### src/design/fpr_pkg.sv
`default_nettype none

package fpr_pkg;

    localparam logic [7:0] START_BYTE   = 8'h99;
    localparam logic [7:0] LEN_OVERHEAD = 8'd4;

    localparam int S_TDATA_W = 16;
    localparam int S_TUSER_W = 2;
    localparam int M_TDATA_W = 40;

    typedef enum logic [1:0] {
        OP_RECV    = 2'd0,
        OP_RELEASE = 2'd1,
        OP_READ    = 2'd2,
        OP_NOP     = 2'd3
    } op_t;

    typedef enum logic [2:0] {
        PH_HUNT    = 3'd0,
        PH_LENGTH  = 3'd1,
        PH_PAYLOAD = 3'd2,
        PH_SUM_A   = 3'd3,
        PH_SUM_B   = 3'd4
    } phase_t;

    typedef struct packed {
        logic       en;
        logic [7:0] addr;
        logic [7:0] data;
    } wr_t;

    typedef struct packed {
        logic       message_ready;
        logic [7:0] frame_length;
        logic [7:0] overrun_count;
        logic [7:0] error_count;
        logic       frame_done;
        logic       frame_error;
    } stat_t;

endpackage

`default_nettype wire

### src/design/fpr_payload_ram.sv
`default_nettype none

module fpr_payload_ram (
    input  wire logic          aclk,
    input  wire fpr_pkg::wr_t  wr,
    input  wire logic          rd_en,
    input  wire logic [7:0]    rd_addr,
    output logic [7:0]         rd_data_reg
);

    logic [7:0] mem [256];

    always_ff @(posedge aclk) begin
        if (wr.en) begin
            mem[wr.addr] <= wr.data;
        end
    end

    always_ff @(posedge aclk) begin
        if (rd_en) begin
            rd_data_reg <= mem[rd_addr];
        end
    end

endmodule

`default_nettype wire

### src/design/fpr_frame_ctrl.sv
`default_nettype none

module fpr_frame_ctrl (
    input  wire logic            aclk,
    input  wire logic            aresetn,
    input  wire logic            accept,
    input  wire fpr_pkg::op_t    op,
    input  wire logic [7:0]      rx_byte,
    output fpr_pkg::wr_t         wr,
    output fpr_pkg::stat_t       stat_next
);

    fpr_pkg::phase_t phase_reg, phase_next;
    logic [7:0] len_reg, len_next;
    logic [7:0] pos_reg, pos_next;
    logic [7:0] sum_a_reg, sum_a_next;
    logic [7:0] sum_b_reg, sum_b_next;
    logic       pending_reg, pending_next;
    logic [7:0] overruns_reg, overruns_next;
    logic [7:0] errors_reg, errors_next;
    logic       done;
    logic       err;

    always_ff @(posedge aclk) begin
        if (!aresetn) begin
            phase_reg    <= fpr_pkg::PH_HUNT;
            len_reg      <= '0;
            pos_reg      <= '0;
            sum_a_reg    <= '0;
            sum_b_reg    <= '0;
            pending_reg  <= 1'b0;
            overruns_reg <= '0;
            errors_reg   <= '0;
        end else begin
            phase_reg    <= phase_next;
            len_reg      <= len_next;
            pos_reg      <= pos_next;
            sum_a_reg    <= sum_a_next;
            sum_b_reg    <= sum_b_next;
            pending_reg  <= pending_next;
            overruns_reg <= overruns_next;
            errors_reg   <= errors_next;
        end
    end

    always_comb begin
        phase_next    = phase_reg;
        len_next      = len_reg;
        pos_next      = pos_reg;
        sum_a_next    = sum_a_reg;
        sum_b_next    = sum_b_reg;
        pending_next  = pending_reg;
        overruns_next = overruns_reg;
        errors_next   = errors_reg;
        done          = 1'b0;
        err           = 1'b0;
        wr.en         = 1'b0;
        wr.addr       = pos_reg;
        wr.data       = rx_byte;

        if (accept) begin
            case (op)
                fpr_pkg::OP_RECV: begin
                    case (phase_reg)
                        fpr_pkg::PH_HUNT: begin
                            if (rx_byte == fpr_pkg::START_BYTE) begin
                                phase_next = fpr_pkg::PH_LENGTH;
                            end
                        end
                        fpr_pkg::PH_LENGTH: begin
                            if (pending_reg) begin
                                overruns_next = overruns_reg + 8'd1;
                                err           = 1'b1;
                            end else begin
                                len_next   = rx_byte - fpr_pkg::LEN_OVERHEAD;
                                sum_a_next = rx_byte;
                                sum_b_next = rx_byte;
                                pos_next   = '0;
                                phase_next = fpr_pkg::PH_PAYLOAD;
                            end
                        end
                        fpr_pkg::PH_PAYLOAD: begin
                            wr.en      = 1'b1;
                            sum_a_next = sum_a_reg + rx_byte;
                            sum_b_next = sum_b_reg + sum_a_next;
                            pos_next   = pos_reg + 8'd1;
                            // zero length wraps through all 256 positions
                            if (pos_next == len_reg) begin
                                phase_next = fpr_pkg::PH_SUM_A;
                            end
                        end
                        fpr_pkg::PH_SUM_A: begin
                            if (rx_byte != sum_a_reg) begin
                                err = 1'b1;
                            end else begin
                                phase_next = fpr_pkg::PH_SUM_B;
                            end
                        end
                        fpr_pkg::PH_SUM_B: begin
                            if (rx_byte != sum_b_reg) begin
                                err = 1'b1;
                            end else begin
                                pending_next = 1'b1;
                                done         = 1'b1;
                                phase_next   = fpr_pkg::PH_HUNT;
                            end
                        end
                        default: begin
                            err = 1'b1;
                        end
                    endcase
                    if (err) begin
                        errors_next = errors_reg + 8'd1;
                        phase_next  = fpr_pkg::PH_HUNT;
                    end
                end
                fpr_pkg::OP_RELEASE: begin
                    pending_next = 1'b0;
                end
                default: begin
                end
            endcase
        end

        stat_next.message_ready = pending_next;
        stat_next.frame_length  = len_next;
        stat_next.overrun_count = overruns_next;
        stat_next.error_count   = errors_next;
        stat_next.frame_done    = done;
        stat_next.frame_error   = err;
    end

endmodule

`default_nettype wire

### src/design/framed_packet_receiver.sv
// Stage one registers the payload RAM read of an accepted input word, and
// the output register then holds the result word. Throughput: one word
// per cycle unless m_tready stalls the output; the RAM has one write and
// one read port, so a payload write and a host read never compete.
// Reset: aresetn (synchronous, active low) clears the frame state, sums,
// counters and pipeline valids; the payload RAM is not cleared.
`default_nettype none

module framed_packet_receiver (
    input  wire logic                            aclk,
    input  wire logic                            aresetn,
    input  wire logic                            s_tvalid,
    output logic                                 s_tready,
    // rx_byte [7:0], read_index [15:8]
    input  wire logic [fpr_pkg::S_TDATA_W-1:0]   s_tdata,
    // op [1:0]
    input  wire logic [fpr_pkg::S_TUSER_W-1:0]   s_tuser,
    output logic                                 m_tvalid,
    input  wire logic                            m_tready,
    // read_data [7:0], message_ready [8], frame_length [16:9],
    // overrun_count [24:17], error_count [32:25], frame_done [33],
    // frame_error [34], zero [39:35]
    output logic [fpr_pkg::M_TDATA_W-1:0]        m_tdata
);

    logic           accept;
    logic           advance;
    fpr_pkg::op_t   op;
    fpr_pkg::wr_t   wr;
    fpr_pkg::stat_t stat_next;
    logic [7:0]     rd_data;

    logic           p1_valid_reg;
    logic           p1_read_reg;
    fpr_pkg::stat_t p1_stat_reg;
    logic           out_valid_reg;
    logic [fpr_pkg::M_TDATA_W-1:0] out_data_reg;
    logic [7:0]     read_data;

    assign op       = fpr_pkg::op_t'(s_tuser);
    assign advance  = !out_valid_reg || m_tready;
    assign s_tready = !p1_valid_reg || advance;
    assign accept   = s_tvalid && s_tready;

    fpr_frame_ctrl u_ctrl (
        .aclk      (aclk),
        .aresetn   (aresetn),
        .accept    (accept),
        .op        (op),
        .rx_byte   (s_tdata[7:0]),
        .wr        (wr),
        .stat_next (stat_next)
    );

    // read only on accept so the data holds while stage one stalls
    fpr_payload_ram u_ram (
        .aclk        (aclk),
        .wr          (wr),
        .rd_en       (accept),
        .rd_addr     (s_tdata[15:8]),
        .rd_data_reg (rd_data)
    );

    always_ff @(posedge aclk) begin
        if (!aresetn) begin
            p1_valid_reg <= 1'b0;
        end else if (accept) begin
            p1_valid_reg <= 1'b1;
        end else if (advance) begin
            p1_valid_reg <= 1'b0;
        end
    end

    always_ff @(posedge aclk) begin
        if (accept) begin
            p1_stat_reg <= stat_next;
            p1_read_reg <= (op == fpr_pkg::OP_READ);
        end
    end

    assign read_data = p1_read_reg ? rd_data : 8'd0;

    always_ff @(posedge aclk) begin
        if (!aresetn) begin
            out_valid_reg <= 1'b0;
        end else if (advance) begin
            out_valid_reg <= p1_valid_reg;
        end
    end

    always_ff @(posedge aclk) begin
        if (advance && p1_valid_reg) begin
            out_data_reg <= {5'd0,
                             p1_stat_reg.frame_error,
                             p1_stat_reg.frame_done,
                             p1_stat_reg.error_count,
                             p1_stat_reg.overrun_count,
                             p1_stat_reg.frame_length,
                             p1_stat_reg.message_ready,
                             read_data};
        end
    end

    assign m_tvalid = out_valid_reg;
    assign m_tdata  = out_data_reg;

endmodule

`default_nettype wire

### config.mk
export PLATFORM = sky130hd
export DESIGN_NAME = framed_packet_receiver
export DESIGN_NICKNAME = d
export VERILOG_FILES = /design/src/design/fpr_pkg.sv /design/src/design/fpr_payload_ram.sv /design/src/design/fpr_frame_ctrl.sv /design/src/design/framed_packet_receiver.sv
export SDC_FILE = /design/constraint.sdc
export NUM_CORES = 2
export LEC_CHECK = 0
export BUFFER_PORTS_ARGS = -buffer_cell sky130_fd_sc_hd__buf_2
export CORE_MARGIN = 1.5
export CORE_UTILIZATION = 45
export CTS_CLUSTER_SIZE = 8
export DETAILED_ROUTE_END_ITERATION = 10
export GPL_ROUTABILITY_DRIVEN = 0
export GPL_TIMING_DRIVEN = 0
export PLACE_DENSITY = 0.66
export SETUP_SLACK_MARGIN = 0.15
export SLEW_MARGIN = 0
export SYNTH_ARGS = -nofsm -noshare
export SYNTH_HDL_FRONTEND = slang
export SYNTH_SLANG_ARGS = --single-unit
### constraint.sdc
create_clock -name aclk -period 3.9 [get_ports aclk]
set_input_delay 0.195 -clock aclk [delete_from_list [all_inputs] [get_ports aclk]]
set_output_delay 0.195 -clock aclk [all_outputs]
set_load 0.1 [all_outputs]
==> flow_summary.json <==
{
  "hold_viol_final": 0,
  "leakagePower_nw": 30.6,
  "worst_slew_pin_slew_ps": 1710,
  "maxSlewViolCount": 16,
  "p_comb_share_pct": 4.7,
  "vdd_drop_max_mv": 0.335,
  "synth_seq_cells": 2173,
  "yosysTopAreaCellShare_pct": 75.3,
  "grt_pass1_vias": 44864,
  "grt_pass1_wl_um": 338000,
  "path_clk_slew_ps": 50,
  "design.core.area_um2": 186000,
  "hpwlAfterDp_um": 155000,
  "wire_per_inst_um": 34.3,
  "powerDensity_nw_per_um2": 536,
  "yosysSeqAreaShare_pct": 76.6,
  "track_usage_pct": 25.3,
  "syn-cell-area_um2": 84500,
  "portBuffers": 55,
  "finalCritPeriodShare_pct": 98.7,
  "holdCritPathClass": "in -> reg",
  "syn_to_final_growth_pct": 15.7,
  "crit_fanout": 10,
  "hold_depth": 4,
  "synth_area_per_cell_um2": 20.5,
  "cp-end-kind": "register",
  "ant_nets": 0,
  "die_w_um": 436,
  "worstPathRequired_ps": 4420,
  "timing.fmax_mhz": 260,
  "cap_violations": 3,
  "drt-total-wl_um": 243000,
  "async_reset_ff_share_pct": 0,
  "yosysWarnings": 0,
  "grt_max_degree": 149,
  "ys_types": 71,
  "status": "complete, but fails checks",
  "die_h_um": 436,
  "switchingPower_w": 0.0111,
  "synth-edff-count": 2119,
  "via_count": 45329,
  "grt_setup_unrepaired": "true",
  "drive_gt1_share_pct": 26.8,
  "setup_tns_ps": 0,
  "dp_cells": 6673,
  "antenna_found_initial": 11,
  "synthFlopType": "edfxtp_1",
  "setup_viol": 0,
  "ioPinCount": 64,
  "swShare_pct": 21.2,
  "cts_max_level": 5,
  "dieArea_um2": 190000,
  "clock-sinks": 2173,
  "vias_per_cell": 6.40,
  "start_util_pct": 45.4,
  "cts_buffers": 322,
  "pwr-share-clk_pct": 46.1,
  "globalRouteOverflowTotal": 0,
  "fin_cells": 7085,
  "path_class": "reg -> reg",
  "fin_util_pct": 52.6,
  "nNetsFinal": 4599,
  "fin_skew_ps": 53.8,
  "most-common-layout-cells": "edfxtp_1 (2119), mux4_2 (480), clkbuf_16 (326), nor2_1 (181), clkbuf_1 (125)",
  "final_common_cell": "edfxtp_1",
  "reg2regPathDepth": 5,
  "cts-root-buf": "clkbuf_16",
  "holdWs_ps": 251,
  "synthTopCellsByArea": "edfxtp_1 (75%), mux4_2 (13%), nor2_1 (1.3%)",
  "p_int_w": 0.0413,
  "start_kind": "register",
  "largest_register_ffs": 2048,
  "yosys.area.top_type": "edfxtp_1",
  "violations": "max-capacitance violations, max-slew violations",
  "rows": 158,
  "period_needed_ps": 3850,
  "relSlewSlack_pct": -13.8,
  "drtIter0Drc": 6688,
  "drc_errors": 0,
  "clk_path_buf_depth": 4,
  "clock_latency_ps": 930,
  "tritoncts": "built",
  "synthCells": 4118,
  "critPathArrivalTime_ps": 4370,
  "pwr-share-seq_pct": 49.1,
  "dr.pass1.iters": 6
}
-- cells by family after synthesis --
| group | Yosys count | synth area share [%] |
|---|---|---|
| DFF | 2173 | 76.6 |
| muxes | 601 | 14.3 |
| and+or+nand+nor | 595 | 3.28 |
| AOI/OAI and AO/OA | 416 | 3.31 |
| buffers and inverters | 256 | 1.63 |
| xor gates and xnor gates | 51 | 0.529 |
| adders and majority gates | 25 | 0.388 |
| other | 1 | 0.00444 |
-- path summary, 6_finish.rpt --
check,from,endpoint,slack [ps]
hold / removal,s_tdata[14],u_ram.rd_data_reg[5]$_DFFE_PP_,250
setup reg to reg,u_ctrl.pos_reg[0]$_SDFFE_PN0P_,u_ram.mem[71][4]$_DFFE_PP_,50
hold reg to reg,p1_stat_reg[9]$_DFFE_PP_,m_tdata[32]$_DFFE_PP_,410
setup / recovery,u_ctrl.pos_reg[0]$_SDFFE_PN0P_,u_ram.mem[71][4]$_DFFE_PP_,50
-- power groups by stage --
stage / Sequential, W / Combinational [W] / Clock (W)
after floorplan: 0.0263 / 0.00113 / 0
after global placement: 0.0262 / 0.00234 / 0
after detailed placement: 0.0262 / 0.00242 / 0
after CTS: 0.0257 / 0.00245 / 0.0243
after global routing: 0.0257 / 0.00254 / 0.0252
final: 0.0257 / 0.00248 / 0.0242
-- Yosys cell counts, drive strengths merged (35+ instances only) --
master / instances
a21oi: 68
a22oi: 83
and2: 35
buf: 134
clkbuf: 109
dfxtp: 54
edfxtp: 2119
mux2: 37
mux2i: 84
mux4: 480
nand2: 91
nor2: 302
o22ai: 110
xnor2: 38
-- area by class of cell --
cell class | count | area (um^2)
fillers | 14166 | 88300
flip-flops and latches | 2173 | 64700
multi-input cells | 1694 | 19000
clock buffers | 359 | 8280
well taps | 2480 | 3100
plain buffers | 243 | 1350
repair buffers | 105 | 1040
clock inverters | 13 | 164
inverters | 13 | 48.8
diodes | 5 | 12.5
-- layer usage --
metal / global-route usage (%) / share of wire [%] / routed length, um / vias to the layer above
li1: - / - / - / 17826
met1: 34.5 / 38 / 91600 / 23941
met2: 38.6 / 46 / 112000 / 2973
met3: 6.05 / 11 / 26800 / 581
met4: 12.1 / 5.1 / 12400 / 8
met5: 0 / 0.019 / 47 / -
-- critical path, cell delays in order (launching register included) --
cell      delay, ps
dfxtp_1         490
ha_1            200
clkbuf_1        320
nand2_1         700
clkbuf_2        850
nor2_1          890
-- through the flow --
step | cell area [um^2] | total power [W] | worst slack, ps
2_1_floorplan | 84500 | 0.0274 | 406
3_3_place_gp | 87900 | 0.0286 | -2620
3_5_place_dp | 88400 | 0.0286 | -1170
4_1_cts | 97400 | 0.0524 | 55.8
5_1_grt | 97800 | 0.0534 | -15.8
6_report | 97800 | 0.0524 | 52.3
-- what timing repair did --
item | CTS | global route
hold endpoints to repair | 878 | 0
hold buffers | 16 | 0
cloned | 1 | 0
pin swaps | 8 | 7
buffers inserted | 9 | 8
endpoints found under the setup margin | 1495 | 1049
resized for setup | 90 | 95
Note: power is estimated with default switching activity, not from simulation.
